===== config.mk =====
export PLATFORM = sky130hd
export DESIGN_NAME = dead_reckoning_odometry
export DESIGN_NICKNAME = d
export VERILOG_FILES = /design/src/sv/dro_pkg.sv /design/src/sv/dead_reckoning_odometry.sv /design/src/sv/dro_smul.sv /design/src/sv/dro_trig.sv /design/src/sv/dro_acc.sv
export SDC_FILE = /design/constraint.sdc
export NUM_CORES = 1
export LEC_CHECK = 0
export ABC_CLOCK_PERIOD_IN_PS = 17900
export BUFFER_PORTS_ARGS = -buffer_cell sky130_fd_sc_hd__buf_4
export CAP_MARGIN = 20
export CORE_ASPECT_RATIO = 1.25
export CORE_MARGIN = 2
export CORE_UTILIZATION = 60
export DETAILED_ROUTE_END_ITERATION = 6
export GPL_TIMING_DRIVEN = 0
export HOLD_SLACK_MARGIN = 0.06
export PLACE_DENSITY = 0.79
export SLEW_MARGIN = 25
export SYNTH_ARGS = -nofsm -noshare
export SYNTH_HDL_FRONTEND = slang
export SYNTH_SLANG_ARGS = --single-unit

===== constraint.sdc =====
create_clock -name clk -period 17.9 [get_ports clk]
set_input_delay 2.685 -clock clk [delete_from_list [all_inputs] [get_ports clk]]
set_output_delay 2.685 -clock clk [all_outputs]
set_load 0.02 [all_outputs]

===== src/sv/dro_pkg.sv =====
// Shared constants, types and the quarter-wave sine table for the odometry block.
// The table is built when the design is elaborated; no other package is used.
`default_nettype none

package dro_pkg;

  localparam int unsigned POS_W         = 48;
  localparam int unsigned FRAC_DEFAULT  = 24;
  localparam int unsigned DPP_W         = 24;
  localparam int unsigned PULSE_W       = 10;
  localparam int unsigned HEAD_W        = 10;
  localparam int unsigned DIR_W         = 2;
  localparam int unsigned TRIG_W        = 16;
  localparam int unsigned MAG_W         = 15;
  localparam int unsigned DIST_W        = DPP_W + PULSE_W;
  localparam int unsigned PROD_W        = DIST_W + MAG_W;
  localparam int unsigned TRIG_FRAC     = 39;
  localparam int unsigned ANGLE_W       = 9;
  localparam int unsigned IDX_W         = 7;
  localparam int unsigned ANGLE_STEPS   = 360;
  localparam int unsigned QUARTER       = 90;
  localparam int unsigned HALF          = 180;
  localparam int unsigned THREE_QUARTER = 270;

  localparam logic [DPP_W-1:0] DPP_RESET = 24'd16777;
  localparam logic [DIR_W-1:0] DIR_REVERSE = 2'd0;

  localparam longint unsigned Q30_ONE = 64'd1073741824;
  localparam longint unsigned PI_Q30  = 64'd3373259426;

  typedef logic [MAG_W-1:0] sine_rom_t [0:QUARTER];

  typedef struct packed {
    logic [TRIG_W-1:0] cos_val;
    logic [TRIG_W-1:0] sin_val;
    logic [MAG_W-1:0]  cos_mag;
    logic [MAG_W-1:0]  sin_mag;
    logic              cos_neg;
    logic              sin_neg;
  } trig_t;

  function automatic logic [MAG_W-1:0] quarter_sine_calc(input int unsigned d);
    longint unsigned x;
    longint unsigned x2;
    longint unsigned t;
    longint unsigned p;
    longint unsigned s;
    x  = (64'(d) * PI_Q30 + 64'd90) / 64'd180;
    x2 = (x * x) >> 30;
    t  = Q30_ONE;
    for (int k = 0; k < 5; k++) begin
      p = (x2 * t) >> 30;
      case (k)
        0:       p = p / 64'd110;
        1:       p = p / 64'd72;
        2:       p = p / 64'd42;
        3:       p = p / 64'd20;
        default: p = p / 64'd6;
      endcase
      t = (p >= Q30_ONE) ? 64'd0 : (Q30_ONE - p);
    end
    s = (x * t) >> 30;
    s = (s + 64'd16384) >> 15;
    if (s > 64'd32767) s = 64'd32767;
    return s[MAG_W-1:0];
  endfunction

  function automatic sine_rom_t build_sine_rom();
    sine_rom_t rom;
    for (int i = 0; i <= int'(QUARTER); i++) begin
      rom[i] = quarter_sine_calc(i);
    end
    return rom;
  endfunction

  localparam sine_rom_t SINE_ROM = build_sine_rom();

endpackage

`default_nettype wire


===== src/sv/dead_reckoning_odometry.sv =====
// Top level of the dead-reckoning odometry block: stream ports, APB register,
// sequencer. Depends on dro_pkg, dro_smul, dro_trig and dro_acc.
//
// channel  | dir | transfer                   | payload
// s_       | in  | s_tvalid & s_tready        | s_tdata: direction, pulses, heading
// m_       | out | m_tvalid & m_tready        | m_tdata: x, y, cos, sin; m_tuser: bad
// apb      | in  | psel & penable & pwrite    | distance_per_pulse at byte address 0
//
// An item goes from its transfer through the serial distance multiply (one pulse
// bit per cycle), then the two serial projection multiplies (one trig bit per
// cycle), then accumulate and load.
// One item is in work at a time; the next is taken while the result waits.
// Reset clears both positions and restores distance_per_pulse to 16777.
`default_nettype none

module dead_reckoning_odometry
  import dro_pkg::*;
#(
  parameter int unsigned POSITION_FRACTION_BITS = FRAC_DEFAULT
) (
  input  wire logic         clk,
  input  wire logic         rst,
  input  wire logic         s_tvalid,
  output logic              s_tready,
  input  wire logic [23:0]  s_tdata,   // direction_code[1:0], pulse_count[11:2], heading_deg[21:12]
  output logic              m_tvalid,
  input  wire logic         m_tready,
  output logic [127:0]      m_tdata,   // pos_x[47:0], pos_y[95:48], heading_cos[111:96], heading_sin[127:112]
  output logic [0:0]        m_tuser,   // bad_direction[0]
  input  wire logic         psel,
  input  wire logic         penable,
  input  wire logic         pwrite,
  input  wire logic [2:0]   paddr,
  input  wire logic [31:0]  pwdata,
  output logic [31:0]       prdata,
  output logic              pready
);

  localparam logic [2:0] ST_IDLE = 3'd0;
  localparam logic [2:0] ST_DIST = 3'd1;
  localparam logic [2:0] ST_MOVE = 3'd2;
  localparam logic [2:0] ST_ACC  = 3'd3;
  localparam logic [2:0] ST_OUT  = 3'd4;

  logic [2:0]        state;
  logic [2:0]        state_next;
  logic [DPP_W-1:0]  dpp;
  logic [DIR_W-1:0]  dir;
  logic [HEAD_W-1:0] heading;
  logic              accept;
  logic              out_load;
  logic              dist_done;
  logic [DIST_W-1:0] travel;
  logic              move_x_done;
  logic              move_y_done;
  logic [PROD_W-1:0] prod_x;
  logic [PROD_W-1:0] prod_y;
  logic [POS_W-1:0]  pos_x;
  logic [POS_W-1:0]  pos_y;
  trig_t             trig;

  assign pready = 1'b1;
  assign prdata = paddr[2] ? 32'd0 : {8'd0, dpp};

  always_ff @(posedge clk) begin
    if (rst) begin
      dpp <= DPP_RESET;
    end else if (psel && penable && pwrite && pready && !paddr[2]) begin
      dpp <= pwdata[DPP_W-1:0];
    end
  end

  assign s_tready = (state == ST_IDLE);
  assign accept   = s_tvalid && s_tready;
  assign out_load = (state == ST_OUT) && (!m_tvalid || m_tready);

  always_comb begin
    state_next = state;
    unique case (state)
      ST_IDLE: if (accept) state_next = ST_DIST;
      ST_DIST: if (dist_done) state_next = ST_MOVE;
      ST_MOVE: if (move_x_done) state_next = ST_ACC;
      ST_ACC:  state_next = ST_OUT;
      ST_OUT:  if (out_load) state_next = ST_IDLE;
      default: state_next = ST_IDLE;
    endcase
  end

  always_ff @(posedge clk) begin
    if (rst) begin
      state    <= ST_IDLE;
      m_tvalid <= 1'b0;
    end else begin
      state <= state_next;
      if (out_load) begin
        m_tvalid <= 1'b1;
      end else if (m_tready) begin
        m_tvalid <= 1'b0;
      end
    end
  end

  always_ff @(posedge clk) begin
    if (accept) begin
      dir     <= s_tdata[1:0];
      heading <= s_tdata[21:12];
    end
    if (out_load) begin
      m_tdata <= {trig.sin_val, trig.cos_val, pos_y, pos_x};
      m_tuser <= dir[1];
    end
  end

  dro_trig u_trig (
    .clk     (clk),
    .heading (heading),
    .trig    (trig)
  );

  dro_smul #(.A_W(DPP_W), .B_W(PULSE_W)) u_dist (
    .clk   (clk),
    .rst   (rst),
    .start (accept),
    .a     (dpp),
    .b     (s_tdata[11:2]),
    .done  (dist_done),
    .prod  (travel)
  );

  dro_smul #(.A_W(DIST_W), .B_W(MAG_W)) u_move_x (
    .clk   (clk),
    .rst   (rst),
    .start (dist_done),
    .a     (travel),
    .b     (trig.sin_mag),
    .done  (move_x_done),
    .prod  (prod_x)
  );

  dro_smul #(.A_W(DIST_W), .B_W(MAG_W)) u_move_y (
    .clk   (clk),
    .rst   (rst),
    .start (dist_done),
    .a     (travel),
    .b     (trig.cos_mag),
    .done  (move_y_done),
    .prod  (prod_y)
  );

  dro_acc #(.FRAC(POSITION_FRACTION_BITS)) u_acc (
    .clk     (clk),
    .rst     (rst),
    .update  ((state == ST_ACC) && !dir[1]),
    .reverse (dir == DIR_REVERSE),
    .prod_x  (prod_x),
    .prod_y  (prod_y),
    .neg_x   (trig.sin_neg),
    .neg_y   (trig.cos_neg),
    .pos_x   (pos_x),
    .pos_y   (pos_y)
  );

  a_dist_done_in_dist: assert property (@(posedge clk) disable iff (rst)
    dist_done |-> state == ST_DIST)
    else $error("distance multiply finished outside its step");

  a_moves_aligned: assert property (@(posedge clk) disable iff (rst)
    (move_x_done || move_y_done) |-> (move_x_done && move_y_done && state == ST_MOVE))
    else $error("projection multiplies out of step");

  a_bad_holds_pos: assert property (@(posedge clk) disable iff (rst)
    (state == ST_ACC && dir[1]) |=> (pos_x == $past(pos_x) && pos_y == $past(pos_y)))
    else $error("position moved on unknown direction");

  a_load_needs_slot: assert property (@(posedge clk) disable iff (rst)
    out_load |-> (!m_tvalid || m_tready))
    else $error("result overwritten before transfer");

endmodule

`default_nettype wire


===== src/sv/dro_smul.sv =====
// Bit-serial shift-add multiplier: one multiplier bit per cycle.
// Uses no package; shared by the distance and the projection steps.
`default_nettype none

module dro_smul #(
  parameter int unsigned A_W = 24,
  parameter int unsigned B_W = 10
) (
  input  wire logic               clk,
  input  wire logic               rst,
  input  wire logic               start,
  input  wire logic [A_W-1:0]     a,
  input  wire logic [B_W-1:0]     b,
  output logic                    done,
  output logic [A_W+B_W-1:0]      prod
);

  localparam int unsigned CNT_W = $clog2(B_W + 1);

  logic [A_W-1:0]   a_reg;
  logic [CNT_W-1:0] cnt;
  logic             run;
  logic [A_W:0]     sum;

  assign sum = {1'b0, prod[A_W+B_W-1:B_W]} + (prod[0] ? {1'b0, a_reg} : {(A_W+1){1'b0}});

  always_ff @(posedge clk) begin
    if (rst) begin
      run  <= 1'b0;
      done <= 1'b0;
      cnt  <= '0;
    end else begin
      done <= 1'b0;
      if (start) begin
        run <= 1'b1;
        cnt <= CNT_W'(B_W);
      end else if (run) begin
        cnt <= cnt - 1'b1;
        if (cnt == CNT_W'(1)) begin
          run  <= 1'b0;
          done <= 1'b1;
        end
      end
    end
  end

  always_ff @(posedge clk) begin
    if (start) begin
      a_reg <= a;
      prod  <= {{A_W{1'b0}}, b};
    end else if (run) begin
      prod <= {sum, prod[B_W-1:1]};
    end
  end

endmodule

`default_nettype wire


===== src/sv/dro_trig.sv =====
// Heading reduction and sine/cosine lookup, registered.
// Depends on dro_pkg for the quarter-wave table and the trig_t result.
`default_nettype none

module dro_trig
  import dro_pkg::*;
(
  input  wire logic              clk,
  input  wire logic [HEAD_W-1:0] heading,
  output trig_t                  trig
);

  logic [ANGLE_W-1:0] h_red;
  logic [ANGLE_W-1:0] h_cos;
  logic [ANGLE_W:0]   h_sum;
  logic [MAG_W-1:0]   s_mag;
  logic [MAG_W-1:0]   c_mag;
  logic               s_neg;
  logic               c_neg;

  function automatic logic [IDX_W:0] fold(input logic [ANGLE_W-1:0] a);
    logic [ANGLE_W-1:0] idx;
    logic               neg;
    if (a <= ANGLE_W'(QUARTER)) begin
      idx = a;
      neg = 1'b0;
    end else if (a <= ANGLE_W'(HALF)) begin
      idx = ANGLE_W'(HALF) - a;
      neg = 1'b0;
    end else if (a <= ANGLE_W'(THREE_QUARTER)) begin
      idx = a - ANGLE_W'(HALF);
      neg = 1'b1;
    end else begin
      idx = ANGLE_W'(ANGLE_STEPS) - a;
      neg = 1'b1;
    end
    return {neg, idx[IDX_W-1:0]};
  endfunction

  always_comb begin
    if (heading < HEAD_W'(ANGLE_STEPS)) begin
      h_red = heading[ANGLE_W-1:0];
    end else if (heading < HEAD_W'(2 * ANGLE_STEPS)) begin
      h_red = ANGLE_W'(heading - HEAD_W'(ANGLE_STEPS));
    end else begin
      h_red = ANGLE_W'(heading - HEAD_W'(2 * ANGLE_STEPS));
    end
    h_sum = {1'b0, h_red} + (ANGLE_W+1)'(QUARTER);
    h_cos = (h_sum >= (ANGLE_W+1)'(ANGLE_STEPS)) ?
            ANGLE_W'(h_sum - (ANGLE_W+1)'(ANGLE_STEPS)) : h_sum[ANGLE_W-1:0];
  end

  logic [IDX_W:0] s_fold;
  logic [IDX_W:0] c_fold;

  assign s_fold = fold(h_red);
  assign c_fold = fold(h_cos);
  assign s_mag  = SINE_ROM[s_fold[IDX_W-1:0]];
  assign c_mag  = SINE_ROM[c_fold[IDX_W-1:0]];
  assign s_neg  = s_fold[IDX_W];
  assign c_neg  = c_fold[IDX_W];

  always_ff @(posedge clk) begin
    trig.sin_mag <= s_mag;
    trig.cos_mag <= c_mag;
    trig.sin_neg <= s_neg;
    trig.cos_neg <= c_neg;
    trig.sin_val <= s_neg ? (TRIG_W'(0) - {1'b0, s_mag}) : {1'b0, s_mag};
    trig.cos_val <= c_neg ? (TRIG_W'(0) - {1'b0, c_mag}) : {1'b0, c_mag};
  end

endmodule

`default_nettype wire


===== src/sv/dro_acc.sv =====
// Position accumulators: round the projected move, sign it, add with saturation.
// Depends on dro_pkg for widths.
`default_nettype none

module dro_acc
  import dro_pkg::*;
#(
  parameter int unsigned FRAC = FRAC_DEFAULT
) (
  input  wire logic              clk,
  input  wire logic              rst,
  input  wire logic              update,
  input  wire logic              reverse,
  input  wire logic [PROD_W-1:0] prod_x,
  input  wire logic [PROD_W-1:0] prod_y,
  input  wire logic              neg_x,
  input  wire logic              neg_y,
  output logic [POS_W-1:0]       pos_x,
  output logic [POS_W-1:0]       pos_y
);

  localparam int unsigned SHIFT = TRIG_FRAC - FRAC;
  localparam int unsigned SUM_W = PROD_W + 2;

  function automatic logic [POS_W-1:0] step(input logic [POS_W-1:0] acc,
                                            input logic [PROD_W-1:0] prod,
                                            input logic neg);
    logic [PROD_W:0]   rnd;
    logic [SUM_W-1:0]  mag;
    logic [SUM_W-1:0]  delta;
    logic [SUM_W-1:0]  sum;
    logic [SUM_W-POS_W:0] top;
    rnd   = ({1'b0, prod} + ((PROD_W+1)'(1) << (SHIFT - 1))) >> SHIFT;
    mag   = {1'b0, rnd};
    delta = neg ? (SUM_W'(0) - mag) : mag;
    sum   = {{(SUM_W-POS_W){acc[POS_W-1]}}, acc} + delta;
    top   = sum[SUM_W-1:POS_W-1];
    if (top == '0 || top == '1) begin
      return sum[POS_W-1:0];
    end else if (sum[SUM_W-1]) begin
      return {1'b1, {(POS_W-1){1'b0}}};
    end else begin
      return {1'b0, {(POS_W-1){1'b1}}};
    end
  endfunction

  always_ff @(posedge clk) begin
    if (rst) begin
      pos_x <= '0;
      pos_y <= '0;
    end else if (update) begin
      pos_x <= step(pos_x, prod_x, reverse ^ neg_x);
      pos_y <= step(pos_y, prod_y, reverse ^ neg_y);
    end
  end

endmodule

`default_nettype wire


## Word level (Yosys, flattened, before mapping)

Memory sizes are Yosys's and may differ from the RTL's.
Index checks and enable logic that the tools add are counted.

| storage, ports and cells | value |
|---|---|
| word-level logic and storage cells | 173 |
| memories | 2 |
| bits in registers | 536 |
| bits of input ports | 66 |
| ROM bits | 3840 |
| output and inout bits | 164 |

Memory list:

| memory | words | bits a word | rd ports | clocked after memory_dff | write ports | line | RTL |
|---|---|---|---|---|---|---|---|
| (no name shown) | 128 | 15 | 1 | 0 | 0 | dro_trig.sv:58 | `assign s_mag = SINE_ROM[s_fold[IDX_W-1:0]];` |
| (no name shown) | 128 | 15 | 1 | 0 | 0 | dro_trig.sv:59 | `assign c_mag = SINE_ROM[c_fold[IDX_W-1:0]];` |

| cells by class | value |
|---|---|
| eq/ne operators | 13 |
| add/subtract/negate cells | 24 |
| mux-type cells | 59 |
| reductions and logical operators | 24 |
| order comparisons | 11 |
| bitwise logic cells | 6 |

Operators with widths:

| cell | count |
|---|---|
| 48-bit two-way mux | 4 |
| 15-bit two-way mux | 10 |
| 51-bit adder | 2 |
| 51-bit two-way mux | 2 |
| 49-bit by 15-bit adder with 50-bit output (second input constant) | 2 |
| 1-bit by 35-bit subtractor with 36-bit output (first input constant) | 2 |
| 34-bit by 34-bit adder with 35-bit output | 2 |
| 34-bit two-way mux | 2 |
| 24-bit two-way mux | 2 |
| 7-bit two-way mux | 6 |
| 1-bit by 15-bit subtractor with 16-bit output (first input constant) | 2 |
| 9-bit two-way mux | 3 |
| 24-bit by 24-bit adder with 25-bit output | 1 |
| 4-bit two-way mux | 6 |
| 10-bit two-way mux | 2 |
| 9-bit by 7-bit <= comparator with 1-bit output (second input constant) | 2 |
| 9-bit by 8-bit <= comparator with 1-bit output (second input constant) | 2 |
| 9-bit <= comparator (second input constant) | 2 |
| 9-bit subtractor (second input constant) | 2 |
| 1-bit two-way mux | 17 |
| 8-bit greater-or-equal comparator (second input constant) | 2 |
| 7-bit NOT with 8-bit output | 2 |
| 3-bit case mux with 5 select lines | 1 |
| 6-bit by 7-bit subtractor with 7-bit output (first input constant) | 2 |
| other kinds (28) | 57 |

## Depth between registers and ports, before layout

| logic depth | value |
|---|---|
| depth in word-level cells | 16 |
| mapped depth | 39 |
| mapped depth without buffers | 36 |

## By module

Synthesis repeated with hierarchy kept, for this count alone.

| second synthesis, totals | value |
|---|---|
| cells, all modules | 4453 |
| area, all modules | 40029.6 um^2 |

Modules (own cells, without submodules):

| module | area an instance (um^2) | seq. area each (um^2) | instances | cells each |
|---|---|---|---|---|
| dro_acc | 12558.3 | 1921.8 | 1 | 1666 |
| dro_smul at u_move_x ... | 5016.1 | 2272.2 | 2 | 486 |
| dro_trig | 8027.7 | 1241.2 | 1 | 1145 |
| dead_reckoning_odometry | 5753.0 | 4794.6 | 1 | 305 |
| dro_smul at u_dist | 3658.5 | 1621.6 | 1 | 365 |

## Worst setup path before layout

Ideal clock, no wire load.

| timing path | value |
|---|---|
| path kind | input port to flip-flop |
| from | in m_tready |
| to | reg m_tdata[0] (enable) |
| arrival | 8111 ps |
| setup slack | 9170 ps |
| library setup time | 619 ps |
| required time | 17281 ps |
| buffers on the path | 0 |
| stages on the path | 2 |
| cells stage by stage | nor2b_1 > nor2_1 |

| between the ends | value |
|---|---|
| word-level cells in the longest chain between the ends | 2 |

Ends and longest elaborated chain:

| item | line | RTL |
|---|---|---|
| start, declared | dead_reckoning_odometry.sv:27 | `input wire logic m_tready,` |
| 1-bit logical OR | dead_reckoning_odometry.sv:75 | `assign out_load = (state == ST_OUT) && (!m_tvalid \|\| m_tready);` |
| 1-bit logical AND | dead_reckoning_odometry.sv:75 |  |
| via out_load | dead_reckoning_odometry.sv:51 | `logic out_load;` |
| end signal, assigned | dead_reckoning_odometry.sv:109 | `m_tdata <= {trig.sin_val, trig.cos_val, pos_y, pos_x};` |
| end, declared | dead_reckoning_odometry.sv:28 | `output logic [127:0] m_tdata,` |

The timed path passes the listed nets, and every way through them passes these cells.
A chain may end at the register's enable or synchronous reset.

## Worst setup path in the final report

| timing path | value |
|---|---|
| from | reg heading[4] |
| to | reg u_trig.trig[62] (netlist name) |

| between the ends | value |
|---|---|
| word-level cells in the longest chain between the ends | 16 |
| elaborated cells on any way between the ends | 27 |
| those cells by class | 8 x add/sub; 6 x order compare; 11 x mux; 1 x bitwise; 1 x memory |

Ends and longest elaborated chain:

| item | line | RTL |
|---|---|---|
| start, declared | dead_reckoning_odometry.sv:49 | `logic [HEAD_W-1:0] heading;` |
| start signal, assigned | dead_reckoning_odometry.sv:106 | `heading <= s_tdata[21:12];` |
| 9-bit by 8-bit subtractor with 9-bit output, or another cell as far along | dro_trig.sv:46 | `h_red = ANGLE_W'(heading - HEAD_W'(2 * ANGLE_STEPS));` |
| 9-bit two-way mux | dro_trig.sv:43 | `end else if (heading < HEAD_W'(2 * ANGLE_STEPS)) begin` |
| 9-bit two-way mux * | dro_trig.sv:41 | `if (heading < HEAD_W'(ANGLE_STEPS)) begin` |
| 9-bit by 7-bit adder with 10-bit output * | dro_trig.sv:48 | `h_sum = {1'b0, h_red} + (ANGLE_W+1)'(QUARTER);` |
| 9-bit subtractor or 10-bit by 9-bit greater-or-equal comparator with 1-bit output (tied branches) | dro_trig.sv:50, dro_trig.sv:49 |  |
| 9-bit two-way mux * | dro_trig.sv:49 | `h_cos = (h_sum >= (ANGLE_W+1)'(ANGLE_STEPS)) ?` |
| 9-bit <= comparator, or another cell as far along | dro_trig.sv:30 | `end else if (a <= ANGLE_W'(THREE_QUARTER)) begin` |
| 7-bit two-way mux | dro_trig.sv:30 |  |
| 7-bit two-way mux | dro_trig.sv:27 | `end else if (a <= ANGLE_W'(HALF)) begin` |
| 7-bit two-way mux * | dro_trig.sv:24 | `if (a <= ANGLE_W'(QUARTER)) begin` |
| 7-bit NOT with 8-bit output (not written as such) * | dro_trig.sv:59 |  |
| memory 128 x 15 bit * | -- |  |
| 15-bit two-way mux (not written as such) * (2 in series) | dro_trig.sv:59 |  |
| via u_trig.c_mag[8] | dro_trig.sv:17 | `logic [MAG_W-1:0] c_mag;` |
| 1-bit by 15-bit subtractor with 16-bit output * | dro_trig.sv:69 | `trig.cos_val <= c_neg ? (TRIG_W'(0) - {1'b0, c_mag}) : {1'b0, c_mag};` |
| 15-bit two-way mux * | dro_trig.sv:69 |  |

Mark *: on every way through the listed nets, which the timed path passes. The rest lies on a longest branch. The select of a mux whose other input is x is not followed.

==> results.py <==
metrics = {
    "outcome": {
        "status": "complete, no violations",
    },
    "yosys": {
        "synth_common_cells": "a21oi_1 (413), nand2_1 (411), nor2_1 (330)",
        "yosys.area.top_type_share": 0.197,
        "synth_top_area_cell": "edfxtp_1",
        "ys_seq_area_frac": 0.360,
        "syn_area_um2": 36400,
        "yosys_warnings": 0,
        "yosysMostFrequentCell": "a21oi_1",
        "ys_async_sr_fraction": 0,
        "syn_inst": 4166,
        "ys.flop_type": "dfxtp_1",
        "synth_edf_count": 239,
        "syn_area_per_cell_um2": 8.73,
        "ys_top_cells_by_area": "edfxtp_1 (20%), dfxtp_1 (16%), ha_1 (8.1%)",
        "synth_cell_types": 126,
        "ys_ff_latch": 534,
    },
    "placement": {
        "place_inst": 5152,
        "dp_slack_ns": 9.34,
        "dp_hpwl_um": 80500,
        "gp_congestion": 1.03,
        "portBuffers": 208,
    },
    "clocking": {
        "cts_tree": "built",
        "cts_root_buffer": "clkbuf_16",
        "cts-resized-gates": 0,
        "clock_latency_ns": 0.65,
        "cts_hold_buf": 0,
        "clkTransAtPathRegs_ns": 0.06,
        "cts_buffers": 54,
        "post_cts.repair.setup_buffers": 0,
        "cts_sinks": 534,
        "clk_path_buf_depth": 3,
        "h-tree-depth": 2,
    },
    "finish": {
        "area_growth_pct": 13.1,
        "top_register": "m_tdata",
        "largest_register_ffs": 128,
        "multiInputGateArea_um2": 21800,
        "fin_cells": 5254,
        "diodes": 0,
        "biggestRegsByFlops": "m_tdata x128, u_trig.trig x62",
        "regArea_um2": 13100,
        "drive_gt1_frac": 0.116,
        "fillers": 4813,
        "nNetsFinal": 4751,
    },
    "sta": {
        "fin_skew_ns": 0.0369,
        "rsz0062_at_grt": "no",
        "worst_slew_pin_slew_ns": 1.11,
        "finalSetupTns_ns": 0,
        "hold_viol_final": 0,
        "fmax_ghz": 0.115,
        "hold-worst-slack_ns": 0.405,
        "relSlewSlack": 0.259,
        "final_max_slew_viol_count": 0,
        "fin_crit_ns": 8.73,
        "period_share": 0.488,
        "setup_viol": 0,
        "setup_ws_ns": 9.17,
    },
    "drt": {
        "wl_um": 106000,
        "route.detailed.drc": 0,
        "wl_met1_um": 42000,
        "firstDrtPassIters": 5,
        "via_count": 32600,
        "wire_per_inst_um": 20.2,
        "ant_nets": 0,
        "highest_layer": "met4",
        "viasPerCell": 6.20,
        "wl_met3_um": 6060,
        "dr.first_iter.drc_count": 2582,
        "dr_wl_met2_um": 52000,
    },
    "setup_path": {
        "cpPeakStageDelay_ns": 0.52,
        "endpoint": "u_trig.trig[62]$_DFF_P_",
        "crit_fanout": 14,
        "rr_worst_depth": 34,
        "crit_top_cell": "ha_1",
        "slowest_stage": "or4_1",
        "critPathLaunch": "heading[4]$_DFFE_PP_",
        "arrival_ns": 9.25,
        "worstSetupPathType": "register to register",
        "r2r_start": "heading[4]$_DFFE_PP_",
        "worst-r2r-setup-slack_ns": 9.17,
        "cp.required_ns": 18.42,
        "r2r-end": "u_trig.trig[62]$_DFF_P_",
        "critPathCaptureType": "register",
        "cp-start-kind": "register",
    },
    "die": {
        "rows": 100,
        "die-area_um2": 62600,
        "start_util": 0.608,
        "ios": 230,
        "die_x_um": 224,
        "core_area_um2": 59800,
        "die_y_um": 279,
    },
    "grt": {
        "grt_pass1_wl_um": 165000,
        "grt_usage": 0.328,
        "grt_start_max_net_pins": 36,
        "grt_pass1_vias": 31300,
        "antenna_found_initial": 0,
        "grt-ovfl-total": 0,
    },
    "power": {
        "max-vdd-ir-drop_uv": 129,
        "cellLeakagePower_nw": 16.4,
        "fin_total_pwr_mw": 5.66,
        "p_per_area_nw_per_um2": 138,
    },
    "min_path": {
        "min_path_type": "register to register",
    },
    "job": {
        "drv_cap": 0,
    },
}
[routing by layer]
| metal | up-vias | GRT usage |
|---|---|---|
| li1 | 15600 | - |
| met1 | 15400 | 0.384 |
| met2 | 1168 | 0.583 |
| met3 | 365 | 0.0420 |
| met4 | 0 | 0.176 |
| met5 | - | 0 |
[kinds of logic (layout without fill, tap and decap cells)]
logic type      after synthesis  count (layout)  share of synthesized area
compound gates             1195            1195                      0.211
xor+xnor                    358             358                     0.0887
fa+ha+maj                   242             242                     0.0845
buf+inv                     365             681                     0.0426
flops                       534             534                      0.360
mux                          82              82                     0.0254
other cells                   2               9                   0.000206
simple gates               1388            1388                      0.188
[power by group]
part	internal, mW	switching (mW)
Sequential	1.44	0.110
Clock	0.767	0.523
Combinational	1.04	1.78
Total	3.24	2.42
[critical path, delay by kind of cell (launching register included)]
family / cells / cell delay, ns
AO/OA/AOI/OAI: 12 / 2.47
XOR/XNOR: 3 / 0.44
adder cells (fa/ha/maj): 3 / 0.77
buffers and inverters: 7 / 2.14
flip-flops: 1 / 0.46
multiplexers: 1 / 0.43
AND/OR/NAND/NOR: 8 / 1.91
[how the worst min path moves through the flow]
stage / start / to / slack (ns) / depth (start not counted)
after floorplan: u_trig.trig[52]$_DFF_P_ / m_tdata[100]$_DFFE_PP_ / 0.39 / 0
after global placement: u_trig.trig[37]$_DFF_P_ / m_tdata[117]$_DFFE_PP_ / 0.39 / 0
after detailed placement: u_trig.trig[47]$_SDFF_PN0_ / m_tdata[127]$_DFFE_PP_ / 0.39 / 0
after CTS: u_trig.trig[47]$_SDFF_PN0_ / m_tdata[127]$_DFFE_PP_ / 0.40 / 0
after global routing: u_trig.trig[50]$_DFF_P_ / m_tdata[98]$_DFFE_PP_ / 0.41 / 0
final: u_trig.trig[47]$_SDFF_PN0_ / m_tdata[127]$_DFFE_PP_ / 0.40 / 0
[area by class of cell]
type | instances | share of cell area
Clock inverter | 38 | 0.0145
Timing Repair Buffer | 214 | 0.0414
Multi-Input combinational cell | 3274 | 0.530
Tap cell | 765 | 0.0233
Inverter | 130 | 0.0119
Clock buffer | 64 | 0.0355
Sequential cell | 534 | 0.318
Buffer | 235 | 0.0258
[metrics by stage]
| stage | utilization | cell area, um2 |
|---|---|---|
| 2_1_floorplan | - | 36400 |
| 3_3_place_gp | 0.651 | 38900 |
| 3_5_place_dp | 0.653 | 39100 |
| 4_1_cts | 0.688 | 41100 |
| 5_1_grt | 0.688 | 41100 |
| 6_report | 0.688 | 41100 |
[cell usage in the layout (no fill, tap or decap), types with 119 or more instances in the layout]
| cell | instances |
|---|---|
| buf_4 | 232 |
| a21oi_1 | 413 |
| xnor2_1 | 211 |
| clkbuf_1 | 157 |
| nand2_1 | 411 |
| dfxtp_1 | 294 |
| xor2_1 | 139 |
| edfxtp_1 | 239 |
| nor3_1 | 119 |
| nor2_1 | 328 |
| inv_1 | 119 |
| o21ai_0 | 248 |
| ha_1 | 236 |
(Power assumes the default switching activity.)
